==> config.mk <==
export PLATFORM = sky130hd
export DESIGN_NAME = quoted_token_splitter
export DESIGN_NICKNAME = d
export VERILOG_FILES = /design/src/rtl/qts_pkg.sv /design/src/rtl/qts_front.sv /design/src/rtl/qts_queue.sv /design/src/rtl/qts_back.sv /design/src/rtl/quoted_token_splitter.sv
export VERILOG_INCLUDE_DIRS = /design/src /design/src/rtl
export SDC_FILE = /design/constraint.sdc
export NUM_CORES = 1
export LEC_CHECK = 0
export BUFFER_PORTS_ARGS = -buffer_cell sky130_fd_sc_hd__buf_4
export CORE_MARGIN = 4
export CORE_UTILIZATION = 50
export DETAILED_ROUTE_END_ITERATION = 8
export PLACE_DENSITY = 0.7
export SLEW_MARGIN = 10
export SYNTH_ARGS = -nofsm -noshare
export SYNTH_HDL_FRONTEND = slang
export SYNTH_SLANG_ARGS = --single-unit
==> constraint.sdc <==
create_clock -name clk -period 3.8 [get_ports clk]
set_clock_uncertainty 0.15 [all_clocks]
set_input_delay 0.76 -clock clk [delete_from_list [all_inputs] [get_ports clk]]
set_output_delay 0.76 -clock clk [all_outputs]
set_load 0.01 [all_outputs]
==> src/rtl/quoted_token_splitter_assert.svh <==
// assertion macros for the quoted token splitter
`ifndef QUOTED_TOKEN_SPLITTER_ASSERT_SVH
`define QUOTED_TOKEN_SPLITTER_ASSERT_SVH
`ifndef SYNTHESIS
`define QTS_ASSERT(lbl, clk, rst_n, prop) \
    lbl: assert property (@(posedge clk) disable iff (!rst_n) prop) \
        else $error("qts assertion failed");
`define QTS_ASSERT_ALWAYS(lbl, clk, prop) \
    lbl: assert property (@(posedge clk) prop) \
        else $error("qts assertion failed");
`else
`define QTS_ASSERT(lbl, clk, rst_n, prop)
`define QTS_ASSERT_ALWAYS(lbl, clk, prop)
`endif
`endif

==> src/rtl/qts_pkg.sv <==
// shared types and constants of the quoted token splitter
`timescale 1ns / 1ps
package qts_pkg;

    localparam int QUEUE_DEPTH = 4;
    localparam int PTR_W       = 2;
    localparam int CNT_W       = 3;

    typedef enum logic [1:0] {
        KIND_CHAR      = 2'd0,
        KIND_TOKEN_END = 2'd1,
        KIND_LINE_END  = 2'd2
    } kind_t;

    typedef struct packed {
        logic        two;
        kind_t       kind0;
        logic [7:0]  ch0;
        logic [5:0]  idx0;
        logic [5:0]  idx1;
    } entry_t;

endpackage

==> src/rtl/qts_front.sv <==
// front end: character classification and token state
`timescale 1ns / 1ps
module qts_front #(
    parameter int MAX_TOKEN_LEN = 511,
    parameter int MAX_TOKENS    = 64
) (
    input  logic            clk,
    input  logic            rst_n,
    input  logic            cfg_we,
    input  logic            cfg_wdata,
    input  logic            accept,
    input  logic [7:0]      ch,
    input  logic            line_end,
    output logic            push,
    output qts_pkg::entry_t entry
);

    localparam int LEN_W = $clog2(MAX_TOKEN_LEN + 1);
    localparam int CAP   = ((MAX_TOKENS - 1) < 63) ? (MAX_TOKENS - 1) : 63;

    typedef enum logic [1:0] {
        MODE_IDLE   = 2'd0,
        MODE_PLAIN  = 2'd1,
        MODE_QUOTED = 2'd2,
        MODE_AFTER  = 2'd3
    } mode_t;

    mode_t            mode_reg, mode_next;
    logic             quote_single_reg, quote_single_next;
    logic [LEN_W-1:0] len_reg, len_next;
    logic [5:0]       cnt_reg, cnt_next;
    logic             fold_reg;

    logic [7:0] c;
    logic [7:0] folded;
    logic [5:0] cnt_inc;
    logic       can_add;
    logic       is_space;
    logic       is_comma;
    logic       is_quote;
    logic       close_quote;

    always_comb
    begin
        c           = (ch == 8'd9) ? 8'd32 : ch;
        is_space    = (c == 8'd32);
        is_comma    = (c == 8'd44);
        is_quote    = (c == 8'd34) || (c == 8'd39);
        close_quote = quote_single_reg ? (c == 8'd39) : (c == 8'd34);
        folded      = (fold_reg && c >= 8'd65 && c <= 8'd90) ? (c | 8'd32) : c;
        cnt_inc     = (cnt_reg < 6'(CAP)) ? cnt_reg + 6'd1 : cnt_reg;
        can_add     = (len_reg < LEN_W'(MAX_TOKEN_LEN));

        mode_next         = mode_reg;
        quote_single_next = quote_single_reg;
        len_next          = len_reg;
        cnt_next          = cnt_reg;
        push              = 1'b0;
        entry.two         = 1'b0;
        entry.kind0       = qts_pkg::KIND_CHAR;
        entry.ch0         = 8'd0;
        entry.idx0        = cnt_reg;
        entry.idx1        = cnt_inc;

        if (line_end)
        begin
            push = 1'b1;
            if (mode_reg == MODE_PLAIN || mode_reg == MODE_QUOTED)
            begin
                entry.two   = 1'b1;
                entry.kind0 = qts_pkg::KIND_TOKEN_END;
            end
            else
            begin
                entry.kind0 = qts_pkg::KIND_LINE_END;
            end
            mode_next         = MODE_IDLE;
            quote_single_next = 1'b0;
            len_next          = '0;
            cnt_next          = '0;
        end
        else
        begin
            unique case (mode_reg) inside
                MODE_PLAIN, MODE_QUOTED:
                begin
                    if ((mode_reg == MODE_PLAIN && (is_space || is_comma)) ||
                        (mode_reg == MODE_QUOTED && close_quote))
                    begin
                        push        = 1'b1;
                        entry.kind0 = qts_pkg::KIND_TOKEN_END;
                        cnt_next    = cnt_inc;
                        len_next    = '0;
                        mode_next   = (mode_reg == MODE_PLAIN && is_comma) ?
                                      MODE_IDLE : MODE_AFTER;
                    end
                    else if (can_add)
                    begin
                        push      = 1'b1;
                        entry.ch0 = folded;
                        len_next  = len_reg + LEN_W'(1);
                    end
                end
                MODE_IDLE, MODE_AFTER:
                begin
                    if (is_space)
                    begin
                        mode_next = mode_reg;
                    end
                    else if (is_comma)
                    begin
                        // a comma with no token before it is an empty token
                        mode_next = MODE_IDLE;
                        if (mode_reg == MODE_IDLE)
                        begin
                            push        = 1'b1;
                            entry.kind0 = qts_pkg::KIND_TOKEN_END;
                            cnt_next    = cnt_inc;
                            len_next    = '0;
                        end
                    end
                    else if (is_quote)
                    begin
                        quote_single_next = (c == 8'd39);
                        mode_next         = MODE_QUOTED;
                        len_next          = '0;
                    end
                    else
                    begin
                        push      = 1'b1;
                        entry.ch0 = folded;
                        mode_next = MODE_PLAIN;
                        len_next  = LEN_W'(1);
                    end
                end
                default:
                begin
                    mode_next = MODE_IDLE;
                end
            endcase
        end
        push = push && accept;
    end

    always_ff @(posedge clk or negedge rst_n)
    begin
        if (!rst_n)
        begin
            mode_reg         <= MODE_IDLE;
            quote_single_reg <= 1'b0;
            len_reg          <= '0;
            cnt_reg          <= '0;
            fold_reg         <= 1'b0;
        end
        else
        begin
            if (cfg_we)
            begin
                fold_reg <= cfg_wdata;
            end
            if (accept)
            begin
                mode_reg         <= mode_next;
                quote_single_reg <= quote_single_next;
                len_reg          <= len_next;
                cnt_reg          <= cnt_next;
            end
        end
    end

endmodule

==> src/rtl/qts_queue.sv <==
// short queue of result requests between front and back
`timescale 1ns / 1ps
module qts_queue (
    input  logic            clk,
    input  logic            rst_n,
    input  logic            push,
    input  qts_pkg::entry_t wdata,
    input  logic            pop,
    output logic            full,
    output logic            nonempty,
    output qts_pkg::entry_t rdata
);

    qts_pkg::entry_t                    mem [qts_pkg::QUEUE_DEPTH];
    logic [qts_pkg::PTR_W-1:0]          wptr_reg;
    logic [qts_pkg::PTR_W-1:0]          rptr_reg;
    logic [qts_pkg::CNT_W-1:0]          count_reg;
    logic [qts_pkg::CNT_W-1:0]          count_next;

    assign full     = (count_reg == qts_pkg::CNT_W'(qts_pkg::QUEUE_DEPTH));
    assign nonempty = (count_reg != '0);
    assign rdata    = mem[rptr_reg];

    always_comb
    begin
        count_next = count_reg;
        if (push && !pop)
        begin
            count_next = count_reg + qts_pkg::CNT_W'(1);
        end
        else if (pop && !push)
        begin
            count_next = count_reg - qts_pkg::CNT_W'(1);
        end
    end

    always_ff @(posedge clk)
    begin
        if (push)
        begin
            mem[wptr_reg] <= wdata;
        end
    end

    always_ff @(posedge clk or negedge rst_n)
    begin
        if (!rst_n)
        begin
            wptr_reg  <= '0;
            rptr_reg  <= '0;
            count_reg <= '0;
        end
        else
        begin
            if (push)
            begin
                wptr_reg <= wptr_reg + qts_pkg::PTR_W'(1);
            end
            if (pop)
            begin
                rptr_reg <= rptr_reg + qts_pkg::PTR_W'(1);
            end
            count_reg <= count_next;
        end
    end

endmodule

==> src/rtl/qts_back.sv <==
// back end: expands queued requests into result items
`timescale 1ns / 1ps
module qts_back (
    input  logic            clk,
    input  logic            rst_n,
    input  logic            q_valid,
    input  qts_pkg::entry_t q_data,
    output logic            pop,
    output logic            out_valid,
    input  logic            out_stall,
    output logic [1:0]      kind,
    output logic [7:0]      out_ch,
    output logic [5:0]      token_index,
    output logic            last
);

    logic           valid_reg;
    logic           phase_reg;
    qts_pkg::kind_t kind_reg;
    logic [7:0]     ch_reg;
    logic [5:0]     idx_reg;
    logic           last_reg;
    logic           load;

    assign load        = q_valid && (!valid_reg || !out_stall);
    assign pop         = load && (phase_reg || !q_data.two);
    assign out_valid   = valid_reg;
    assign kind        = kind_reg;
    assign out_ch      = ch_reg;
    assign token_index = idx_reg;
    assign last        = last_reg;

    always_ff @(posedge clk)
    begin
        if (load)
        begin
            if (phase_reg)
            begin
                kind_reg <= qts_pkg::KIND_LINE_END;
                ch_reg   <= 8'd0;
                idx_reg  <= q_data.idx1;
                last_reg <= 1'b1;
            end
            else
            begin
                kind_reg <= q_data.kind0;
                ch_reg   <= q_data.ch0;
                idx_reg  <= q_data.idx0;
                last_reg <= !q_data.two;
            end
        end
    end

    always_ff @(posedge clk or negedge rst_n)
    begin
        if (!rst_n)
        begin
            valid_reg <= 1'b0;
            phase_reg <= 1'b0;
        end
        else
        begin
            if (load)
            begin
                valid_reg <= 1'b1;
                phase_reg <= !phase_reg && q_data.two;
            end
            else if (!out_stall)
            begin
                valid_reg <= 1'b0;
            end
        end
    end

endmodule

==> src/rtl/quoted_token_splitter.sv <==
// quoted token splitter: one line character per request in, token results out
// a request's first result is registered in the queue, then in the back end
// throughput: one request per cycle while in_stall is low; a line end that
// closes a token gives two results and holds the result port for both,
// absorbed by a 4-entry queue
// reset: asynchronous, clears scan state, token counters, queue and fold setting
`timescale 1ns / 1ps
`include "quoted_token_splitter_assert.svh"
module quoted_token_splitter #(
    parameter int MAX_TOKEN_LEN = 511,
    parameter int MAX_TOKENS    = 64
) (
    input  logic       clk,
    input  logic       rst_n,
    input  logic       cfg_we,
    input  logic       cfg_wdata,
    input  logic       in_valid,
    output logic       in_stall,
    input  logic [7:0] ch,
    input  logic       line_end,
    output logic       out_valid,
    input  logic       out_stall,
    output logic [1:0] kind,
    output logic [7:0] out_ch,
    output logic [5:0] token_index,
    output logic       last
);

    logic            accept;
    logic            push;
    logic            pop;
    logic            q_valid;
    qts_pkg::entry_t push_entry;
    qts_pkg::entry_t head_entry;

    assign accept = in_valid && !in_stall;

    qts_front #(
        .MAX_TOKEN_LEN (MAX_TOKEN_LEN),
        .MAX_TOKENS    (MAX_TOKENS)
    ) u_front (
        .clk       (clk),
        .rst_n     (rst_n),
        .cfg_we    (cfg_we),
        .cfg_wdata (cfg_wdata),
        .accept    (accept),
        .ch        (ch),
        .line_end  (line_end),
        .push      (push),
        .entry     (push_entry)
    );

    qts_queue u_queue (
        .clk      (clk),
        .rst_n    (rst_n),
        .push     (push),
        .wdata    (push_entry),
        .pop      (pop),
        .full     (in_stall),
        .nonempty (q_valid),
        .rdata    (head_entry)
    );

    qts_back u_back (
        .clk         (clk),
        .rst_n       (rst_n),
        .q_valid     (q_valid),
        .q_data      (head_entry),
        .pop         (pop),
        .out_valid   (out_valid),
        .out_stall   (out_stall),
        .kind        (kind),
        .out_ch      (out_ch),
        .token_index (token_index),
        .last        (last)
    );

    `QTS_ASSERT(a_pop_needs_data, clk, rst_n, pop |-> q_valid)
    `QTS_ASSERT(a_full_not_empty, clk, rst_n, in_stall |-> q_valid)
    `QTS_ASSERT(a_line_end_last, clk, rst_n, (out_valid && kind == qts_pkg::KIND_LINE_END) |-> last)
    `QTS_ASSERT_ALWAYS(a_reset_idle, clk, !rst_n |=> (!out_valid || $past(rst_n)))

endmodule

# --- After elaboration in Yosys (flattened, before gate mapping) ---
# Memories as Yosys holds them, arrays and structs flattened.
# Index checks and enable logic that the tools add are counted.
# W data, S select, Z words.
totals:
  regBits: 45
  output_inout_bits: 19
  mem_bits_rw: 92
  mem_count: 1
  wordCells: 139
  inputBits: 15
op_classes:
  magnitude_cmp: 4
  reduce_logical: 37
  n_eq_ne: 18
  mux: 59
  addsub: 6
mem_list:
  columns: ["memory", "words", "word_bits", "rd", "rd_clocked_by_memory_dff", "wr", "line", "text"]
  rows:
  - ["u_queue.mem", 4, 23, 1, 0, 1, "qts_queue.sv:14", "qts_pkg::entry_t mem [qts_pkg::QUEUE_DEPTH];"]
op_table:
  columns: ["op", "count"]
  rows:
  - ["$mux W9", 6]
  - ["$mux W6", 8]
  - ["$mux W8", 6]
  - ["$eq A8 B6 Y1 const B", 4]
  - ["$mux W1", 23]
  - ["$pmux W10 S2", 1]
  - ["$pmux W9 S2", 1]
  - ["$mux W2", 8]
  - ["$logic_and A1 B1 Y1", 12]
  - ["$pmux W6 S2", 1]
  - ["$mux W10", 1]
  - ["$reduce_and A5 Y1", 2]
  - ["$add A9 B1 Y9 const B", 1]
  - ["$lt A9 B9 Y1 const B", 1]
  - ["$ne A3 B2 Y1 const B", 3]
  - ["$eq A8 B4 Y1 const B", 1]
  - ["$ge A8 B7 Y1 const B", 1]
  - ["$le A8 B7 Y1 const B", 1]
  - ["$logic_not A1 Y1", 7]
  - ["$add A6 B1 Y6 const B", 1]
  - ["$logic_or A1 B1 Y1", 6]
  - ["$lt A6 B6 Y1 const B", 1]
  - ["$mux W3", 2]
  - ["$reduce_and A6 Y1", 1]
  - ["18 further kinds", 25]

# --- Longest topological paths before layout ---
logic_depth:
  depth_word: 14
  depth_mapped: 13
  ltp_nobuf: 12

# --- Hierarchy ---
# From an unflattened synthesis, not the netlist that was laid out.
hier_totals:
  cells_unflattened: 402
  area_unflattened_um2: 6269.8
by_module_without_submodules:
  columns: ["mod", "n_inst", "area_each_um2", "cells_per_inst"]
  rows:
  - ["qts_queue", 1, 3757.4, 155]
  - ["qts_front", 1, 1732.9, 203]
  - ["qts_back", 1, 765.7, 43]
  - ["quoted_token_splitter", 1, 13.8, 1]

# --- Worst setup path before layout ---
# No wires, ideal clock.
synth_path:
  path_kind: "input-to-reg"
  from: "input out_stall"
  to: "register u_queue.count_reg[1] in the netlist's numbering"
  t_arrival_ns: 2.992
  slack_ns: 0.533
  cell_stages: 7
  cell_sequence: "a21oi_1 > and2_1 > inv_1 > ha_1 > inv_1 > fa_1 > mux2_2"
synth_via:
  elab_chain_len: 7
  word_cells_on_any_way: 9
synth_rtl:
  columns: ["element", "line", "text"]
  rows:
  - ["start, declared", "quoted_token_splitter.sv:22", "input logic out_stall,"]
  - ["$logic_not A1 Y1", "qts_back.sv:25", "assign load = q_valid && (!valid_reg || !out_stall);"]
  - ["$logic_or A1 B1 Y1", "qts_back.sv:25", null]
  - ["$logic_and A1 B1 Y1", "qts_back.sv:25", null]
  - ["$logic_and A1 B1 Y1", "qts_back.sv:26", "assign pop = load && (phase_reg || !q_data.two);"]
  - ["$logic_not A1 Y1", "qts_queue.sv:27", "if (push && !pop)"]
  - ["$logic_and A1 B1 Y1", "qts_queue.sv:27", null]
  - ["$mux W3", "qts_queue.sv:27", null]
  - ["net u_queue.count_next (one bit)", "qts_queue.sv:18", "logic [qts_pkg::CNT_W-1:0] count_next;"]
  - ["end signal, assigned", "qts_queue.sv:63", "count_reg <= count_next;"]
  - ["end, declared", "qts_queue.sv:17", "logic [qts_pkg::CNT_W-1:0] count_reg;"]
# The timed path passes the listed nets, and every way through them passes these cells.
# A chain may end at the register's enable or synchronous reset.

# --- Worst setup path in the final report ---
layout_path:
  from: "input ch[1]"
  to: "register u_queue.count_reg[2] in the netlist's numbering"
layout_via:
  elab_chain_len: 13
  word_cells_on_any_way: 24
layout_rtl:
  columns: ["element", "line", "text"]
  rows:
  - ["start, declared", "quoted_token_splitter.sv:19", "input logic [7:0] ch,"]
  - ["$eq A8 B4 Y1", "qts_front.sv:45", "c = (ch == 8'd9) ? 8'd32 : ch;"]
  - ["$mux W8 (*)", "qts_front.sv:45", null]
  - ["$eq A8 B6 Y1, on equally long branches", null, null]
  - ["$logic_or A1 B1 Y1, or another cell as far along", "qts_front.sv:48", "is_quote = (c == 8'd34) || (c == 8'd39);"]
  - ["$mux W1, or another cell as far along", "qts_front.sv:122", "else if (is_quote)"]
  - ["$mux W1 / $logic_or A1 B1 Y1 (equally long branches)", "qts_front.sv:110, qts_front.sv:87", null]
  - ["$mux W1, on equally long branches", "qts_front.sv:106, qts_front.sv:87", null]
  - ["$pmux W1 S2 (*)", "qts_front.sv:84", "unique case (mode_reg) inside"]
  - ["$mux W1 (*)", "qts_front.sv:65", "if (line_end)"]
  - ["$logic_and A1 B1 Y1 (*)", "qts_front.sv:142", "push = push && accept;"]
  - ["net push", "quoted_token_splitter.sv:30", "logic push;"]
  - ["$logic_not A1 Y1", "qts_queue.sv:31", "else if (pop && !push)"]
  - ["$logic_and A1 B1 Y1", "qts_queue.sv:31", null]
  - ["$reduce_bool A2 Y1 (no line)", null, null]
# Mark *: on every way through the listed nets, which the timed path passes. The rest lies on a longest branch.

==> results.txt <==
Yosys warning count = 0
CTS tree = done
final net count = 461
Max Slew Vio Count = 0
Critical Path Start Type = input port
die area = 13,900 um^2
Mapped Area = 6020 um^2
Critical Path AT = 3.21 ns
power density over the cells = 798 nW/um^2
Net Sw Power = 1.66 mW
clk sinks = 137
post-CTS sizing = 0
Synth Net Count = 417
initial antenna violation count = 0
async set or reset register ratio after synthesis = 20.4%
Sum Neg Setup Slack = 0 ns
min cycle time layout = 3.02 ns
Pint = 3.96 mW
post-synthesis sequential area ratio = 66.0%
routed len/inst = 18.3 um
WHS = 0.111 ns
crit path cell chain = buf_4 -> nor3_1 -> o2111ai_1 -> nand4_2 -> or2_4 -> o21a_2 -> ha_1 -> inv_1 -> fa_1 -> xor2_1 -> nor2_1 -> xor2_1
postcts setup bufs = 0
Synth Register Bits = 137
Core Util, Final = 60.7%
MaxCap Viol Count = 0
combinational fraction of design power = 28.3%
RSZ-0062 raised after global routing = false
RR Startpoint = u_front.mode_reg[1]$_DFFE_PN0P_
initial core utilization = 51.9%
Worst-path clk slew = 0.06 ns
Die Width = 118 um
status = complete, no violations
CP max FO = 8
gpl congestion = 0.846
Worst Setup SP = ch[1]
Vias/cell = 5.76
final worst-path cycle share = 79.5%
Antenna diodes = 0
via count = 3,404
Largest register FFs = 92
Leakage = 2.65 nW
first-pass GRT wire length = 18.2 mm
placed cell count = 559
dominant synthesized flop cell = edfxtp_1
WL final = 10.8 mm
Clock power frac = 30.2%
maximum clock frequency = 0.331 GHz
Rows = 39
CP max-delay cell = nor3_1
DRC = 0
most frequent CP cell = xor2_1
I/O pins = 34
TritonCTS Buffers = 17
DR iter-0 viols = 223
Syn Inst Count = 391
crit path kind = input port to flop
first drt pass iteration count = 4
Final Hold Fails = 0
Sw Share = 29.5%
Core Footprint = 11,600 um^2
final worst slack = 0.777 ns
actual slew at the worst max-slew pin = 0.767 ns
post-DP HPWL = 6.82 mm
H-tree depth = 4
Hold Crit Class = input port to asynchronous set/reset pin
Die H = 118 um
pre-CTS setup slack = 0.344 ns
non-filler cells, final = 591
clock buffer depth = 2
max incr delay on CP = 0.44 ns
final setup vio count = 0
later-pin clock latency in the skew report = 0.42 ns
DRT antenna net count = 0
layout cell share with drive strength beyond 1 = 26.8%
Area growth syn-to-layout = 17.0%
all-layer global routing usage = 17.0%
Synth cell types = 59
pin count of the biggest net entering global routing = 29
commonest non-fill, non-tap cells in the layout = edfxtp_1, buf_4, dfrtp_1
CP required = 3.99 ns
Crit. End Element = flop
Reg power frac = 41.5%
clk root buf = clkbuf_16
vias in the first global route = 3,438
Mean Syn Cell Area = 15.4 um^2
Slew Limit Headroom = 48.9%
most common cell after layout, fill and taps aside = edfxtp_1
Worst VDD drop = 465 uV
# hold bufs at CTS = 0
I/O Buffers = 33
Post-synth EDFFs = 109
total grt overflow = 0
## area by class of cell
type                    count  area, um^2
repair buffers             42         315
well taps                 143         179
inverters                  13        48.8
clock inverters            15         191
fillers                   882        4570
clock buffers              17         425
flip-flops and latches    137        3970
multi-input cells         224        1910
## critical path, delay by kind of cell
| family | cells | cell delay (ns) |
|---|---|---|
| and+or+nand+nor | 4 | 0.95 |
| adders and majority gates | 2 | 0.58 |
| AOI/OAI and AO/OA | 2 | 0.42 |
| xor gates and xnor gates | 2 | 0.32 |
| buffers and inverters | 2 | 0.19 |
## metal layers
layer	vias to the layer above	part of all wire, %	GRT usage [%]	wire length [um]
li1	1579	-	-	-
met1	1721	44	22.3	4750
met2	91	50	27.5	5450
met3	13	4.6	4.95	498
met4	0	1.3	5.27	142
met5	-	0	0	0
## cells in the mapped netlist, types with 4 or more instances
master    instances  share of area, %
edfxtp_1        109                54
inv_1            13              0.81
ha_1             10               2.1
nor2_1           24               1.5
xnor2_1           4              0.58
mux2_2            9               1.7
a21o_1            4              0.50
a22o_1            6              0.87
a21oi_1           4              0.33
dfrtp_1          28                12
nor3_1            7              0.58
nor2b_1          15               1.6
o31ai_1           5              0.62
nand3_1           8              0.66
and2_1           11               1.1
mux4_2           23               8.6
o21ai_0          10              0.83
and3_1            8              0.83
nand2b_1          7              0.73
clkbuf_1          9              0.56
xor2_1            4              0.58
nand2_1          21               1.3
nor3b_1           4              0.50
## power by group through the flow
stage / clock (mW) / combinational (mW) / sequential (mW)
floorplan: 0 / 1.11 / 2.34
global placement: 0 / 1.59 / 2.34
detailed placement: 0 / 1.62 / 2.37
CTS: 1.73 / 1.63 / 2.34
global route: 1.79 / 1.76 / 2.38
finish: 1.70 / 1.59 / 2.33
## through the flow
stage | cell area, um^2 | total power [mW]
2_1_floorplan | 6020 | 3.45
3_3_place_gp | 6430 | 3.93
3_5_place_dp | 6430 | 3.98
4_1_cts | 7050 | 5.69
5_1_grt | 7050 | 5.93
6_report | 7050 | 5.62
## path summary, 6_finish.rpt
kind / slack (ns) / endpoint / depth (start not counted)
setup / recovery: 0.78 / u_queue.count_reg[2]$_DFFE_PN0P_ / 12
hold / removal: 0.11 / u_front.fold_reg$_DFFE_PN0P_ / 1
setup reg to reg: 0.83 / u_queue.count_reg[1]$_DFFE_PN0P_ / 9
hold reg to reg: 0.35 / u_queue.count_reg[2]$_DFFE_PN0P_ / 1
max in group asynchronous: 3.10 / u_front.cnt_reg[5]$_DFFE_PN0P_ / 1
min in group clk: 0.35 / u_queue.count_reg[2]$_DFFE_PN0P_ / 1
## cell families after synthesis
| group | Yosys count | synth area share [%] |
|---|---|---|
| DFF | 137 | 66.0 |
| and+or+nand+nor | 119 | 11.0 |
| AOI/OAI and AO/OA | 52 | 6.44 |
| muxes | 34 | 10.7 |
| buffers and inverters | 30 | 2.31 |
| adders and majority gates | 11 | 2.41 |
| xor gates and xnor gates | 8 | 1.16 |
(Power assumes the default switching activity.)
